--- src/hdl/sgd_pkg.sv ---
// Shared constants and types for the Sobel gradient and direction block.
// Used by every module of the block except sgd_ram, and by its checker; depends on nothing else.
`default_nettype none

package sgd_pkg;

    localparam int MAX_WIDTH   = 1024;
    localparam int MIN_WIDTH   = 3;
    localparam int RESET_WIDTH = 512;
    localparam int LINE_LEN    = MAX_WIDTH + 2;
    localparam int LS_AW       = $clog2(LINE_LEN);

    localparam int PIX_W = 8;
    localparam int CNT_W = 11;
    localparam int MAG_W = 11;
    localparam int DIR_W = 2;
    localparam int SOB_W = 11;
    localparam int ABS_W = 10;
    localparam int SUM_W = ABS_W + 1;
    localparam int SQ_W  = 2 * SUM_W;

    localparam int QUEUE_DEPTH = 4;
    localparam int QUEUE_AW    = $clog2(QUEUE_DEPTH);
    localparam int OUT_DEPTH   = 8;
    localparam int OUT_AW      = $clog2(OUT_DEPTH);

    typedef enum logic [DIR_W-1:0] {
        DIR_HORIZONTAL = 2'd0,
        DIR_DIAG_SAME  = 2'd1,
        DIR_VERTICAL   = 2'd2,
        DIR_DIAG_OPP   = 2'd3
    } dir_t;

    // One classified pixel request on its way from the front end to the back end.
    typedef struct packed {
        logic [PIX_W-1:0] cur;
        logic [LS_AW-1:0] addr;
        logic             emit;
        logic             last;
    } item_t;

    typedef struct packed {
        logic [MAG_W-1:0] mag;
        dir_t             dir;
        logic             last;
    } result_t;

endpackage

`default_nettype wire

--- src/hdl/sgd_front.sv ---
// Front end: holds the frame width, tracks the padded raster position and classifies
// each accepted pixel. Depends on sgd_pkg.
`default_nettype none

module sgd_front (
    input  logic                      clk,
    input  logic                      rst_n,
    input  logic [sgd_pkg::PIX_W-1:0] pixel,
    input  logic                      pixel_valid,
    output logic                      pixel_stall,
    input  logic                      cfg_write,
    input  logic [sgd_pkg::CNT_W-1:0] frame_width,
    input  logic                      q_full,
    output logic                      push,
    output sgd_pkg::item_t            push_item
);

    import sgd_pkg::*;

    logic [CNT_W-1:0] width_reg;
    logic [CNT_W-1:0] col_reg;
    logic [CNT_W-1:0] row_reg;
    logic [CNT_W-1:0] col_next;
    logic [CNT_W-1:0] row_next;
    logic [CNT_W-1:0] width_clamped;
    logic [CNT_W-1:0] edge_pos;
    logic             in_frame;

    always_comb
    begin
        if (frame_width < CNT_W'(MIN_WIDTH))
        begin
            width_clamped = CNT_W'(MIN_WIDTH);
        end
        else if (frame_width > CNT_W'(MAX_WIDTH))
        begin
            width_clamped = CNT_W'(MAX_WIDTH);
        end
        else
        begin
            width_clamped = frame_width;
        end
    end

    assign pixel_stall = q_full;
    assign push        = pixel_valid && !q_full;

    // Last padded index in both directions is width + 1.
    assign edge_pos = CNT_W'(width_reg + CNT_W'(1));
    assign in_frame = (row_reg < width_reg) && (col_reg < width_reg);

    always_comb
    begin
        push_item.cur  = in_frame ? pixel : '0;
        push_item.addr = col_reg[LS_AW-1:0];
        push_item.emit = (row_reg >= CNT_W'(2)) && (col_reg >= CNT_W'(2));
        push_item.last = (row_reg == edge_pos) && (col_reg == edge_pos);

        col_next = CNT_W'(col_reg + CNT_W'(1));
        row_next = row_reg;
        if (col_reg == edge_pos)
        begin
            col_next = '0;
            row_next = (row_reg == edge_pos) ? '0 : CNT_W'(row_reg + CNT_W'(1));
        end
    end

    always_ff @(posedge clk or negedge rst_n)
    begin
        if (!rst_n)
        begin
            width_reg <= CNT_W'(RESET_WIDTH);
            col_reg   <= '0;
            row_reg   <= '0;
        end
        else if (cfg_write)
        begin
            width_reg <= width_clamped;
            col_reg   <= '0;
            row_reg   <= '0;
        end
        else if (push)
        begin
            col_reg <= col_next;
            row_reg <= row_next;
        end
    end

endmodule

`default_nettype wire

--- config.mk ---
export PLATFORM = sky130hd
export DESIGN_NAME = sgd_front
export DESIGN_NICKNAME = d
export VERILOG_FILES = /design/src/hdl/sgd_pkg.sv /design/src/hdl/sgd_front.sv
export SDC_FILE = /design/constraint.sdc
export NUM_CORES = 1
export LEC_CHECK = 0
export BUFFER_PORTS_ARGS = -buffer_cell sky130_fd_sc_hd__buf_2
export CORE_ASPECT_RATIO = 0.8
export CORE_MARGIN = 2
export CORE_UTILIZATION = 40
export CTS_BUF_LIST = sky130_fd_sc_hd__clkbuf_8
export CTS_CLUSTER_SIZE = 14
export DETAILED_ROUTE_END_ITERATION = 16
export PLACE_DENSITY = 0.65
export SYNTH_ARGS = -nofsm -noshare
export SYNTH_HDL_FRONTEND = slang
export SYNTH_SLANG_ARGS = --single-unit
export TNS_END_PERCENT = 5
--- constraint.sdc ---
create_clock -name clk -period 3.6 [get_ports clk]
set_input_delay 0.18 -clock clk [delete_from_list [all_inputs] [get_ports clk]]
set_output_delay 0.18 -clock clk [all_outputs]
set_load 0.02 [all_outputs]
==> impl_metrics.py <==
metrics = {
    "floorplan": {
        "die-area_sq_um": 8109,
        "die_w_microns": 100.2,
        "die_h_microns": 80.95,
        "start_util_pct": 40.62,
        "rows": 28,
        "coreArea_sq_um": 7287,
        "ioPinCount": 47,
    },
    "yosys": {
        "synth_flop_cell": "dfrtp_1",
        "synth-compound-area-share_pct": 16.23,
        "synth_cell_types": 54,
        "seq_area_frac_synth_pct": 27.94,
        "synth_mux_area_share_pct": 0.7185,
        "syn_inst": 367,
        "synth_xor_xnor_area_share_pct": 8.538,
        "synth_area_sq_um": 2960,
        "yosysWarningCount": 0,
        "synth.top_cell.area_share_pct": 27.05,
        "synth_nets": 418,
        "synthSimpleGateAreaFrac_pct": 28.49,
        "synth_top_family_by_area": "simple AND/OR/NAND/NOR gates",
        "async_flop_share_pct": 100.0,
        "synth_seq_cells": 33,
        "yosys.area_share.adder_pct": 11.41,
        "synth.avg_cell_area_sq_um": 8.066,
        "synth-edff-count": 0,
        "ys_top_cells_by_area": "dfrtp_1 27%, ha_1 11%, nand3_1 5.2%",
        "yosys.area.top_type": "dfrtp_1",
    },
    "worst_setup_path": {
        "cp_num_buf_inv": 1,
        "cp_top_family": "simple AND/OR/NAND/NOR gates",
        "crit_path_cell_trace": "ha_1 > nand2_1 > or4_1 > xnor2_1 > nor3_1 > nand3_1 > nor2_1 > buf_2",
        "critPathMaxStageDelay_ns": 0.57,
        "end_kind": "output pin",
        "start_kind": "register",
        "cp.arrival_ns": 3.15,
        "cp_max_fo": 8,
        "worstPathRequired_ns": 3.42,
        "critical-path-slowest-cell": "or4_1",
        "path_class": "register to output pin",
    },
    "power_and_ir_drop": {
        "p_leak_nw": 1.480,
        "worst_ir_drop_vdd_uv": 149.0,
        "pwr_density_cell_nw_per_um2": 308.5,
    },
    "routing": {
        "vias": 2860,
        "wl_per_cell_microns": 16.38,
        "route.detailed.drc": 0,
        "routed_wl_mm": 8.077,
        "dr.pass1.iters": 5,
        "vias_per_cell": 5.801,
        "final_antenna_net_count": 0,
        "initialDrtViolationCount": 222,
    },
    "run_status": {
        "status": "finished clean",
    },
    "grt": {
        "grt_max_degree": 46,
        "grt_overflow": 0,
        "grt_pass1_wl_mm": 12.94,
        "grt_usage_pct": 20.47,
        "grt_pass1_vias": 2535,
        "antenna_found_initial": 0,
    },
    "hold_path": {
        "min_path_type": "input port to register",
    },
    "timing": {
        "worst_slack_ns": 0.2714,
        "layout_min_cycle_time_ns": 3.329,
        "tightest_slew_ns": 0.7701,
        "clock.fmax_ghz": 0.3004,
        "tns_ns": 0,
        "holdWs_ns": 0.1418,
        "clock_skew_ns": 0.008772,
        "slew_violations": 0,
        "rsz0062_at_grt": "false",
        "period_share_pct": 92.46,
        "setup_viol": 0,
        "hold_viol": 0,
        "relSlewSlack_pct": 48.66,
    },
    "final_layout": {
        "n_fill_cell": 733,
        "drive_above_1_share_pct": 16.13,
        "fin_cells": 493,
        "final_area_sq_um": 3307,
        "diodes": 0,
        "nets": 453,
        "synthToLayoutAreaGrowth_pct": 11.71,
    },
    "clocking": {
        "cts_buffers": 5,
        "cts.repair.resized": 0,
        "cts_root_buf": "clkbuf_8",
        "clockBufferDepth": 2,
        "htreeDepth": 2,
        "clk_pin_slew_ns": 0.07,
        "insertion_delay_ns": 0.29,
        "cts_tree": "built",
        "holdBufCountCts": 1,
        "cts_sinks": 33,
        "post_cts_buffers": 0,
    },
    "placed_design": {
        "dpl_cell_area_sq_um": 3207,
        "port-buffer-count": 46,
        "gp_congestion": 0.9060,
        "post-dp-hpwl_mm": 5.891,
        "dp_slack_ns": 0.4730,
        "dp.cells": 484,
    },
    "job": {
        "cap_violations": 0,
    },
}
-- worst min-delay path: stages --
cell and delay (ns):
buf_2 0.09, nand3_1 0.05, o21ai_0 0.06
-- placed cells by master (no fill, tap or decap), types with 2 or more instances in the layout --
master / netlist / routed
a211o_1: 3 / 3
a21oi_1: 18 / 18
a31oi_1: 13 / 13
and2_1: 5 / 5
and3_1: 2 / 2
and4_1: 2 / 2
buf_2: 5 / 46
clkbuf_8: 0 / 6
dfrtp_1: 32 / 32
ha_1: 27 / 27
inv_1: 25 / 27
nand2_1: 30 / 30
nand2b_1: 3 / 3
nand3_1: 31 / 31
nand3b_1: 4 / 4
nand4_1: 8 / 8
nor2_1: 27 / 27
nor2b_1: 3 / 3
nor3_1: 12 / 12
nor4_1: 8 / 8
o21a_1: 3 / 3
o21ai_0: 19 / 19
o22ai_1: 2 / 2
o2bb2ai_1: 2 / 2
or2_2: 4 / 4
or3_1: 5 / 5
or4_1: 9 / 9
xnor2_1: 15 / 15
xor2_1: 12 / 12
-- stage by stage --
| step | utilization (%) | power [mW] |
|---|---|---|
| final | 45.38 | 1.020 |
| after global routing | 45.38 | 1.082 |
| after CTS | 45.38 | 1.027 |
| after detailed placement | 44.01 | 0.7337 |
| after global placement | 44.01 | 0.7304 |
| after floorplan | - | 0.6421 |
-- power breakdown --
| part | total, mW | internal [mW] | leakage (nW) | switching [mW] |
|---|---|---|---|---|
| logic | 0.284 | 0.118 | 0.984 | 0.166 |
| registers | 0.446 | 0.392 | 0.442 | 0.0542 |
| clock network | 0.290 | 0.150 | 0.0538 | 0.139 |
| total | 1.02 | 0.661 | 1.48 | 0.360 |
-- cell type report --
class                      instances  area (sq um)  share of cell area (%)
clock inverter                     2         7.507                  0.2270
clock buffer                       6         82.58                   2.497
sequential                        33         827.0                   25.01
multi-input combinational        289          1936                   58.53
timing repair buffer              48         247.7                   7.492
inverter                          25         93.84                   2.838
tap                               90         112.6                   3.405
-- Yosys cell counts, drive strengths merged, types with 6 or more instances --
cell type  instances
nand2             30
a21oi             19
clkbuf            11
nand3             31
nand4              9
o21ai             19
nor3              12
ha                27
buf                9
inv               25
a31oi             13
or3                6
nor4               8
nor2              27
xor2              12
xnor2             16
dfrtp             32
or4                9
-- cells by family after synthesis --
logic type,Yosys count
adder cells (fa/ha/maj),27
AND/OR/NAND/NOR,159
XOR/XNOR,28
buffers and inverters,45
multiplexers,2
flip-flops,33
AO/OA/AOI/OAI,73
-- metal layers --
metal,wire (microns),GRT usage (%)
met1,3954,30.53
met2,3457,30.34
met3,527,2.754
met4,138,6.849
met5,0,0
-- worst paths after layout --
kind | slack (ns) | from | endpoint | cells after the start
worst max-delay path | 0.27 | width_reg[0] | push_item[0] | 8
worst min-delay path | 0.14 | frame_width[6] | width_reg[6] | 3
worst max register to register | 0.42 | width_reg[0] | row_reg[2] | 9
worst min register to register | 0.59 | row_reg[0] | row_reg[0] | 2
max in group asynchronous | 2.59 | rst_n | row_reg[5] | 2
min in group asynchronous | 0.51 | rst_n | col_reg[9] | 2
Power figures use the tool's default switching activity.
