[src/hdl/sgd_pkg.sv]
// Shared constants and types for the Sobel gradient and direction block.
// Used by every module of the block except sgd_ram, and by its checker; depends on nothing else.
`default_nettype none

package sgd_pkg;

    localparam int MAX_WIDTH   = 1024;
    localparam int MIN_WIDTH   = 3;
    localparam int RESET_WIDTH = 512;
    localparam int LINE_LEN    = MAX_WIDTH + 2;
    localparam int LS_AW       = $clog2(LINE_LEN);

    localparam int PIX_W = 8;
    localparam int CNT_W = 11;
    localparam int MAG_W = 11;
    localparam int DIR_W = 2;
    localparam int SOB_W = 11;
    localparam int ABS_W = 10;
    localparam int SUM_W = ABS_W + 1;
    localparam int SQ_W  = 2 * SUM_W;

    localparam int QUEUE_DEPTH = 4;
    localparam int QUEUE_AW    = $clog2(QUEUE_DEPTH);
    localparam int OUT_DEPTH   = 8;
    localparam int OUT_AW      = $clog2(OUT_DEPTH);

    typedef enum logic [DIR_W-1:0] {
        DIR_HORIZONTAL = 2'd0,
        DIR_DIAG_SAME  = 2'd1,
        DIR_VERTICAL   = 2'd2,
        DIR_DIAG_OPP   = 2'd3
    } dir_t;

    // One classified pixel request on its way from the front end to the back end.
    typedef struct packed {
        logic [PIX_W-1:0] cur;
        logic [LS_AW-1:0] addr;
        logic             emit;
        logic             last;
    } item_t;

    typedef struct packed {
        logic [MAG_W-1:0] mag;
        dir_t             dir;
        logic             last;
    } result_t;

endpackage

`default_nettype wire

[src/hdl/sgd_queue.sv]
// Short request queue between the front end and the back end.
// Depends on sgd_pkg for the item type and depth.
`default_nettype none

module sgd_queue (
    input  logic           clk,
    input  logic           rst_n,
    input  logic           push,
    input  sgd_pkg::item_t push_item,
    output logic           full,
    input  logic           pop,
    output logic           head_valid,
    output sgd_pkg::item_t head_item
);

    import sgd_pkg::*;

    item_t               mem_reg [QUEUE_DEPTH];
    logic [QUEUE_AW-1:0] wr_ptr_reg;
    logic [QUEUE_AW-1:0] rd_ptr_reg;
    logic [QUEUE_AW:0]   count_reg;

    assign full       = (count_reg == (QUEUE_AW+1)'(QUEUE_DEPTH));
    assign head_valid = (count_reg != '0);
    assign head_item  = mem_reg[rd_ptr_reg];

    always_ff @(posedge clk or negedge rst_n)
    begin
        if (!rst_n)
        begin
            wr_ptr_reg <= '0;
            rd_ptr_reg <= '0;
            count_reg  <= '0;
        end
        else
        begin
            if (push)
            begin
                wr_ptr_reg <= QUEUE_AW'(wr_ptr_reg + QUEUE_AW'(1));
            end
            if (pop)
            begin
                rd_ptr_reg <= QUEUE_AW'(rd_ptr_reg + QUEUE_AW'(1));
            end
            if (push && !pop)
            begin
                count_reg <= (QUEUE_AW+1)'(count_reg + (QUEUE_AW+1)'(1));
            end
            else if (pop && !push)
            begin
                count_reg <= (QUEUE_AW+1)'(count_reg - (QUEUE_AW+1)'(1));
            end
        end
    end

    always_ff @(posedge clk)
    begin
        if (push)
        begin
            mem_reg[wr_ptr_reg] <= push_item;
        end
    end

endmodule

`default_nettype wire

[config.mk]
export PLATFORM = sky130hd
export DESIGN_NAME = sgd_queue
export DESIGN_NICKNAME = d
export VERILOG_FILES = /design/src/hdl/sgd_pkg.sv /design/src/hdl/sgd_queue.sv
export SDC_FILE = /design/constraint.sdc
export NUM_CORES = 1
export LEC_CHECK = 0
export ABC_AREA = 1
export BUFFER_PORTS_ARGS = -buffer_cell sky130_fd_sc_hd__clkbuf_2
export CELL_PAD_IN_SITES_DETAIL_PLACEMENT = 1
export CELL_PAD_IN_SITES_GLOBAL_PLACEMENT = 1
export CORE_ASPECT_RATIO = 1.4
export CORE_UTILIZATION = 45
export DETAILED_ROUTE_END_ITERATION = 10
export PLACE_DENSITY = 0.88
export SLEW_MARGIN = 20
export SYNTH_ARGS = -nofsm -noshare
export SYNTH_HDL_FRONTEND = slang
export SYNTH_SLANG_ARGS = --single-unit
export TNS_END_PERCENT = 100
[constraint.sdc]
create_clock -name clk -period 1.8 [get_ports clk]
set_input_delay 0.36 -clock clk [delete_from_list [all_inputs] [get_ports clk]]
set_output_delay 0.36 -clock clk [all_outputs]
set_load 0.05 [all_outputs]
==> impl_metrics.prom, run 1 <==
# TYPE chip_impl_metric gauge
chip_impl_metric{name="setup_ws_final",unit="ns"} -0.212
chip_impl_info{name="largest_area_contributor_in_the_netlist",value="sky130_fd_sc_hd__edfxtp_1"} 1
chip_impl_metric{name="avgRoutedWirePerCell",unit="um"} 18.6
chip_impl_metric{name="vias",unit=""} 2375
chip_impl_metric{name="share_of_synthesized_area_occupied_by_flip_flops_and_latches",unit=""} 0.684
chip_impl_metric{name="cp.required",unit="ns"} 1.44
chip_impl_metric{name="largest_net_degree_at_the_start_of_global_routing",unit=""} 30
chip_impl_info{name="rsz0062_at_grt",value="true"} 1
chip_impl_metric{name="synthCells",unit=""} 294
chip_impl_metric{name="design.die.area",unit="um^2"} 9140
chip_impl_metric{name="number_of_flip_flops_under_the_largest_register_name",unit=""} 84
chip_impl_info{name="critical_setup_path_class",value="flop to output pin"} 1
chip_impl_metric{name="overflow",unit=""} 0
chip_impl_metric{name="relSlewSlack",unit=""} 0.753
chip_impl_metric{name="place.port_buffers",unit=""} 47
chip_impl_metric{name="final_cells",unit=""} 467
chip_impl_metric{name="first_pass_iters",unit=""} 4
chip_impl_metric{name="setup_viol_count_final",unit=""} 21
chip_impl_metric{name="netlist.area_leader.share",unit=""} 0.640
chip_impl_metric{name="yosys.area_share.xor_xnor",unit=""} 0.00889
chip_impl_metric{name="layout-drive-gt1-share",unit=""} 0.348
chip_impl_metric{name="post_synth_instance_area",unit="um^2"} 3940
chip_impl_metric{name="clock_skew",unit="ns"} 0.00506
chip_impl_metric{name="cts-htree-levels",unit=""} 3
chip_impl_metric{name="first_pass_grt_wire_length",unit="um"} 13600
chip_impl_metric{name="initialDrtViolationCount",unit=""} 124
chip_impl_metric{name="row_count",unit=""} 40
chip_impl_metric{name="pd_cells",unit="nW/um^2"} 2070
chip_impl_metric{name="synth.lib_cells_used.distinct",unit=""} 22
chip_impl_metric{name="synthArstFlopShare",unit=""} 0.0769
chip_impl_metric{name="drc",unit=""} 0
chip_impl_metric{name="wirelength",unit="um"} 8700
chip_impl_metric{name="clkLatencyLatePin",unit="ns"} 0.34
chip_impl_metric{name="die_span_y",unit="um"} 113
chip_impl_metric{name="period_utilisation_layout",unit=""} 1.12
chip_impl_metric{name="cts_max_path_buffers",unit=""} 2
chip_impl_metric{name="critical_path_fanouts_max",unit=""} 7
chip_impl_info{name="cpMaxStageDelayCell",value="sky130_fd_sc_hd__dfrtp_4"} 1
chip_impl_metric{name="initial_utilization",unit=""} 0.461
chip_impl_metric{name="placer_s_final_routability_congestion_estimate",unit=""} 0.706
chip_impl_info{name="clock-root-buffer",value="sky130_fd_sc_hd__clkbuf_16"} 1
chip_impl_metric{name="final_antenna_net_count",unit=""} 0
chip_impl_info{name="critical_path.reg2reg.endpoint",value="mem_reg[1][9]$_DFFE_PP_"} 1
chip_impl_metric{name="mappedNetlistNets",unit=""} 325
chip_impl_metric{name="postSynthRegisterBits",unit=""} 91
chip_impl_metric{name="core_region",unit="um^2"} 8560
chip_impl_info{name="startpoint_of_the_lowest_slack_register_to_register_path",value="wr_ptr_reg[1]$_DFFE_PN0P_"} 1
chip_impl_info{name="synth_top_family_by_area",value="compound AO/OA/AOI/OAI gates"} 1
chip_impl_metric{name="grtUsageTotal",unit=""} 0.210
chip_impl_metric{name="final_cell_area",unit="um^2"} 4990
chip_impl_metric{name="first_global_vias",unit=""} 2617
chip_impl_info{name="holdCritPathClass",value="input pin to flop"} 1
chip_impl_metric{name="antenna_violations_before_repair",unit=""} 0
chip_impl_info{name="yosys-top-cells-area",value="sky130_fd_sc_hd__edfxtp_1 (64%), sky130_fd_sc_hd__o211ai_2 (6.7%), sky130_fd_sc_hd__nand2_1 (5.6%)"} 1
chip_impl_metric{name="post-route-min-period",unit="ns"} 2.01
chip_impl_info{name="worstSetupStartpoint",value="rd_ptr_reg[0]$_DFFE_PN0P_"} 1
chip_impl_metric{name="irDropWorstVdd",unit="mV"} 1.19
chip_impl_metric{name="maximum_clock_frequency",unit="MHz"} 497
chip_impl_metric{name="top_level_ports",unit=""} 48
chip_impl_metric{name="ys.warnings.count",unit=""} 0
chip_impl_info{name="worst_setup_end_kind",value="output pin"} 1
chip_impl_metric{name="final_net_count",unit=""} 388
chip_impl_metric{name="drt-vias-per-instance",unit=""} 5.09
chip_impl_metric{name="finalHoldViolations",unit=""} 0
chip_impl_metric{name="chipWidth",unit="um"} 81.1
chip_impl_metric{name="synthAdderAreaFrac",unit=""} 0.0210
chip_impl_metric{name="area.growth.synth_to_final",unit="%"} 26.5
chip_impl_info{name="cts_tree",value="done"} 1
chip_impl_info{name="yosys-top-cells-count",value="sky130_fd_sc_hd__edfxtp_1 (84), sky130_fd_sc_hd__nand2_1 (59), sky130_fd_sc_hd__inv_1 (54)"} 1
chip_impl_info{name="cp_cell_sequence",value="buf_12 -> o211ai_1 -> nand2_2 -> buf_8"} 1
chip_impl_info{name="yosys.cell_count.top_type",value="sky130_fd_sc_hd__edfxtp_1"} 1
chip_impl_metric{name="antenna_cells_inserted",unit=""} 0
chip_impl_metric{name="cap_violations",unit=""} 0
chip_impl_metric{name="clock_transition_at_path_regs",unit="ns"} 0.06
chip_impl_metric{name="synth-edff-count",unit=""} 84
chip_impl_metric{name="dp_cells",unit=""} 447
chip_impl_metric{name="post_synth.cell_area_avg",unit="um^2"} 13.4
chip_impl_metric{name="synth-simple-area-share",unit=""} 0.0898
chip_impl_metric{name="p_leak",unit="nW"} 2.10
chip_impl_metric{name="reg2reg_setup_slack",unit="ns"} 0.27
chip_impl_metric{name="reg2reg_depth",unit=""} 5
chip_impl_info{name="failed_checks",value="setup timing"} 1
chip_impl_metric{name="cts_num_sinks",unit=""} 91
chip_impl_info{name="worst_setup_path_endpoint",value="head_item[3]"} 1
chip_impl_metric{name="cts_made_buffers",unit=""} 9
chip_impl_metric{name="finalMaxSlewViolations",unit=""} 0
chip_impl_metric{name="max_stage_delay",unit="ns"} 0.56
chip_impl_metric{name="synth-compound-area-share",unit=""} 0.108
chip_impl_metric{name="fin_util",unit=""} 0.583
chip_impl_info{name="ys.flop_type",value="sky130_fd_sc_hd__edfxtp_1"} 1
chip_impl_metric{name="timing_worst_slew_pin_value",unit="ns"} 0.370
chip_impl_metric{name="placedInstanceArea",unit="um^2"} 4430
chip_impl_metric{name="post_synth_mux_area_share",unit=""} 0
chip_impl_metric{name="worst_ep_arrival_time",unit="ns"} 1.65
chip_impl_metric{name="hpwl",unit="um"} 5840
chip_impl_info{name="run_status",value="complete, but fails checks"} 1
chip_impl_info{name="worstSetupStartpointType",value="flop"} 1
[placed cells by master (no fill, tap or decap)]
master	instances
sky130_fd_sc_hd__buf_12	10
sky130_fd_sc_hd__buf_16	1
sky130_fd_sc_hd__buf_4	13
sky130_fd_sc_hd__buf_8	14
sky130_fd_sc_hd__bufinv_16	2
sky130_fd_sc_hd__clkbuf_16	10
sky130_fd_sc_hd__clkbuf_2	26
sky130_fd_sc_hd__clkbuf_8	2
sky130_fd_sc_hd__clkinv_2	2
sky130_fd_sc_hd__clkinv_4	1
sky130_fd_sc_hd__dfrtp_1	6
sky130_fd_sc_hd__dfrtp_4	1
sky130_fd_sc_hd__dlygate4sd3_1	1
sky130_fd_sc_hd__edfxtp_1	84
sky130_fd_sc_hd__fa_1	1
sky130_fd_sc_hd__ha_1	5
sky130_fd_sc_hd__inv_1	54
sky130_fd_sc_hd__inv_6	1
sky130_fd_sc_hd__nand2_1	56
sky130_fd_sc_hd__nand2_2	21
sky130_fd_sc_hd__nand3_1	1
sky130_fd_sc_hd__nand4_1	1
sky130_fd_sc_hd__nor2_1	1
sky130_fd_sc_hd__nor3_2	1
sky130_fd_sc_hd__o211ai_1	21
sky130_fd_sc_hd__o211ai_2	21
sky130_fd_sc_hd__o21ai_1	1
sky130_fd_sc_hd__xnor2_1	1
sky130_fd_sc_hd__xor2_1	3
[power by group]
group	total, mW	switching [mW]	leakage (nW)	internal, mW
registers	3.03	0.236	0.854	2.80
logic	5.26	3.19	1.09	2.07
clock network	2.03	0.775	0.163	1.26
[per-layer routing]
layer | GRT usage | vias up | wire [um]
met3 | 0.0565 | 13 | 344
met5 | 0 | - | 0
met4 | 0.0786 | 0 | 159
met1 | 0.229 | 1182 | 3270
li1 | - | 1132 | -
met2 | 0.380 | 48 | 4930
[worst max-delay path, delay by kind of cell (launching register included)]
| family | cells | cell delay [ns] |
|---|---|---|
| AND/OR/NAND/NOR | 1 | 0.14 |
| AO/OA/AOI/OAI | 1 | 0.27 |
| flip-flops | 1 | 0.56 |
| buffers and inverters | 2 | 0.34 |
[through the flow]
stage | worst slack (ns) | hold WS [ns] | power (mW) | setup TNS [ns]
final | -0.212 | 0.233 | 10.3 | -2.91
after global routing | -0.267 | 0.227 | 10.7 | -3.97
after CTS | -0.200 | 0.222 | 10.1 | -2.79
after detailed placement | 0.144 | 0.216 | 7.55 | 0
after global placement | 0.198 | 0.211 | 7.33 | 0
after floorplan | 0.222 | 0.0644 | 6.17 | 0
[layout make-up]
cell class	instances	area (um^2)
clock buffer	10	239
clock inverter	6	87.6
fill	851	3570
inverter	54	203
multi-input combinational	134	910
sequential	91	2700
tap	105	131
timing repair buffer	67	714
[cells by family (layout without fill, tap and decap cells)]
family | Yosys count | after routing
flops | 91 | 91
simple gates | 81 | 81
buf+inv | 69 | 137
xor+xnor | 4 | 4
compound gates | 43 | 43
fa+ha+maj | 6 | 6
[worst min-delay path by stage]
stage	slack [ns]	depth (start not counted)	endpoint	from
2_1_floorplan	0.06	0	count_reg[0]$_DFFE_PN0P_	rst_n
3_3_place_gp	0.21	1	wr_ptr_reg[1]$_DFFE_PN0P_	rst_n
3_5_place_dp	0.22	1	wr_ptr_reg[1]$_DFFE_PN0P_	rst_n
4_1_cts	0.22	1	mem_reg[0][2]$_DFFE_PP_	push_item[2]
5_1_grt	0.23	1	mem_reg[0][2]$_DFFE_PP_	push_item[2]
6_report	0.23	1	mem_reg[0][2]$_DFFE_PP_	push_item[2]
[what timing repair did]
item	CTS	global route
hold buffers	1	0
setup buffers	0	1
gates resized for setup	32	16
setup endpoints to repair	21	21
gates cloned	1	1
pin swaps	5	7
endpoints found under the hold margin	7	0
No activity file was read; power rests on OpenSTA's default activity.
==> run 2: changes to the inputs <==
--- a/config.mk
+++ b/config.mk
@@ -10,9 +10,10 @@
 export CELL_PAD_IN_SITES_DETAIL_PLACEMENT = 1
 export CELL_PAD_IN_SITES_GLOBAL_PLACEMENT = 1
 export CORE_ASPECT_RATIO = 1.4
-export CORE_UTILIZATION = 45
+export CORE_MARGIN = 5
+export CORE_UTILIZATION = 40
 export DETAILED_ROUTE_END_ITERATION = 10
-export PLACE_DENSITY = 0.88
+export PLACE_DENSITY = 0.81
 export SLEW_MARGIN = 20
 export SYNTH_ARGS = -nofsm -noshare
 export SYNTH_HDL_FRONTEND = slang
==> impl_metrics.prom, run 2 (synthesis gave the netlist of run 1 again) <==
# TYPE chip_impl_metric gauge
chip_impl_metric{name="timing_worst_slew_pin_value",unit="ns"} 0.330
chip_impl_metric{name="pre_cts_slack",unit="ns"} 0.142
chip_impl_info{name="layout_common_cells",value="sky130_fd_sc_hd__edfxtp_1 (84), sky130_fd_sc_hd__nand2_1 (57), sky130_fd_sc_hd__inv_1 (54), sky130_fd_sc_hd__clkbuf_2 (26)"} 1
chip_impl_metric{name="design.die.area",unit="um^2"} 12000
chip_impl_metric{name="die_span_y",unit="um"} 127
chip_impl_info{name="run_status",value="complete, but fails checks"} 1
chip_impl_metric{name="layout-drive-gt1-share",unit=""} 0.322
chip_impl_metric{name="setup_ws_final",unit="ns"} -0.135
chip_impl_metric{name="hpwl",unit="um"} 6050
chip_impl_metric{name="overflow",unit=""} 0
chip_impl_metric{name="cts_num_sinks",unit=""} 91
chip_impl_info{name="worstSetupStartpointType",value="flop"} 1
chip_impl_metric{name="pd_cells",unit="nW/um^2"} 1970
chip_impl_metric{name="first_pass_iters",unit=""} 4
chip_impl_metric{name="max_stage_delay",unit="ns"} 0.51
chip_impl_metric{name="place.port_buffers",unit=""} 47
chip_impl_metric{name="grtUsageTotal",unit=""} 0.155
chip_impl_info{name="cp_cell_sequence",value="buf_12 -> o211ai_1 -> nand2_1 -> buf_12"} 1
chip_impl_info{name="cpMostUsedCell",value="sky130_fd_sc_hd__buf_12"} 1
chip_impl_metric{name="finalMaxSlewViolations",unit=""} 0
chip_impl_metric{name="initial_utilization",unit=""} 0.403
chip_impl_metric{name="post-cts-setup-buffers",unit=""} 0
chip_impl_metric{name="antenna_cells_inserted",unit=""} 0
chip_impl_metric{name="core_region",unit="um^2"} 9790
chip_impl_info{name="rsz0062_at_grt",value="true"} 1
chip_impl_metric{name="p_leak",unit="nW"} 2.02
chip_impl_metric{name="row_count",unit=""} 43
chip_impl_metric{name="initialDrtViolationCount",unit=""} 95
chip_impl_metric{name="area.growth.synth_to_final",unit="%"} 23.7
chip_impl_metric{name="clock_skew",unit="ns"} 0.00505
chip_impl_metric{name="drc",unit=""} 0
chip_impl_metric{name="largest_net_degree_at_the_start_of_global_routing",unit=""} 45
chip_impl_metric{name="critical_path_fanouts_max",unit=""} 42
chip_impl_metric{name="final.hold.worst_slack",unit="ns"} 0.242
chip_impl_metric{name="antenna_violations_before_repair",unit=""} 0
chip_impl_metric{name="number_of_flip_flops_under_the_largest_register_name",unit=""} 84
chip_impl_metric{name="cts_made_buffers",unit=""} 9
chip_impl_metric{name="finalHoldViolations",unit=""} 0
chip_impl_metric{name="top_level_ports",unit=""} 48
chip_impl_info{name="clock-root-buffer",value="sky130_fd_sc_hd__clkbuf_16"} 1
chip_impl_info{name="holdCritPathClass",value="input pin to flop"} 1
chip_impl_metric{name="first_pass_grt_wire_length",unit="um"} 13600
chip_impl_info{name="cts_tree",value="done"} 1
chip_impl_metric{name="period_utilisation_layout",unit=""} 1.08
chip_impl_info{name="failed_checks",value="setup timing"} 1
chip_impl_metric{name="wirelength",unit="um"} 8580
chip_impl_info{name="cpMaxStageDelayCell",value="sky130_fd_sc_hd__dfrtp_4"} 1
chip_impl_metric{name="final_antenna_net_count",unit=""} 0
chip_impl_metric{name="post-route-min-period",unit="ns"} 1.94
chip_impl_metric{name="maximum_clock_frequency",unit="MHz"} 517
chip_impl_info{name="most_common_library_cell_in_the_layout_ignoring_fill_and_taps",value="sky130_fd_sc_hd__edfxtp_1"} 1
chip_impl_metric{name="relSlewSlack",unit=""} 0.780
chip_impl_metric{name="irDropWorstVdd",unit="mV"} 0.967
chip_impl_info{name="worst_setup_end_kind",value="output pin"} 1
chip_impl_metric{name="setup_viol_count_final",unit=""} 21
chip_impl_metric{name="cap_violations",unit=""} 0
chip_impl_metric{name="cts-htree-levels",unit=""} 3
chip_impl_metric{name="avgRoutedWirePerCell",unit="um"} 17.4
chip_impl_metric{name="cts_max_path_buffers",unit=""} 2
chip_impl_metric{name="clock_transition_at_path_regs",unit="ns"} 0.06
chip_impl_metric{name="worst_ep_arrival_time",unit="ns"} 1.58
chip_impl_metric{name="vias",unit=""} 2357
chip_impl_metric{name="chipWidth",unit="um"} 93.9
chip_impl_metric{name="first_global_vias",unit=""} 2655
chip_impl_info{name="critical_setup_path_class",value="flop to output pin"} 1
chip_impl_metric{name="reg2reg_setup_slack",unit="ns"} 0.29
chip_impl_metric{name="placer_s_final_routability_congestion_estimate",unit=""} 0.718
chip_impl_metric{name="drt-vias-per-instance",unit=""} 4.79
chip_impl_metric{name="fin_tns_setup",unit="ns"} -1.87
chip_impl_metric{name="final_net_count",unit=""} 383
chip_impl_metric{name="clkLatencyLatePin",unit="ns"} 0.34
chip_impl_metric{name="cp.required",unit="ns"} 1.44
[run 2: changes by cell type in the layout (fill, tap and decap cells not counted), sizes merged]
cell    before  now
inv         55   54
clkinv       3    4
buf         38   28
bufinv       2    0
clkbuf      38   45
[run 2: report_power, final]
| part | internal [mW] | leakage [nW] | switching (mW) |
|---|---|---|---|
| clock | 0.922 | 0.125 | 0.715 |
| sequential | 2.80 | 0.854 | 0.197 |
| combinational | 1.85 | 1.04 | 3.12 |
[run 2: final timing paths]
| kind | startpoint | end | cells after the start |
|---|---|---|---|
| min | push_item[2] | mem_reg[1][2]$_DFFE_PP_ | 1 |
| max reg2reg | wr_ptr_reg[0]$_DFFE_PN0P_ | mem_reg[0][13]$_DFFE_PP_ | 5 |
| min in group asynchronous | rst_n | rd_ptr_reg[0]$_DFFE_PN0P_ | 2 |
| max in group asynchronous | rst_n | rd_ptr_reg[0]$_DFFE_PN0P_ | 2 |
| min reg2reg | count_reg[2]$_DFFE_PN0P_ | count_reg[2]$_DFFE_PN0P_ | 2 |
| max | rd_ptr_reg[0]$_DFFE_PN0P_ | head_item[2] | 4 |
[run 2: metal layers]
metal,part of all wire,GRT usage,vias up,wire length (um)
met1,0.37,0.167,1191,3200
met4,0.024,0.0697,0,204
met3,0.045,0.0471,11,385
li1,-,-,1116,-
met5,0,0,-,0
met2,0.56,0.276,39,4790
[run 2: through the flow]
| stage | cells | util | power [mW] | area (um^2) |
|---|---|---|---|---|
| finish | 492 | 0.498 | 9.60 | 4870 |
| global route | 492 | 0.498 | 10.1 | 4870 |
| CTS | 492 | 0.498 | 9.71 | 4870 |
| detailed placement | 475 | 0.463 | 7.81 | 4540 |
| global placement | 475 | 0.463 | 7.62 | 4540 |
| floorplan | 294 | - | 6.17 | 3950 |
[run 2: final cells by class]
class,count,area [um^2]
Clock buffer,12,236
Clock inverter,4,17.5
Fill cell,1023,4920
Multi-Input combinational cell,134,907
Sequential cell,91,2700
Inverter,54,203
Timing Repair Buffer,62,641
Tap cell,135,169
[run 2: repair_timing]
item	4_1_cts	5_1_grt
endpoints found under the setup margin	21	21
endpoints found under the hold margin	7	0
pin swaps	2	8
hold buffers	1	0
resized for setup	19	6
[run 2: worst max-delay path: cells and delay by family (launching register included)]
family	cells	cell delay, ns
simple gates	1	0.14
compound gates	1	0.21
flops	1	0.51
buf+inv	2	0.37
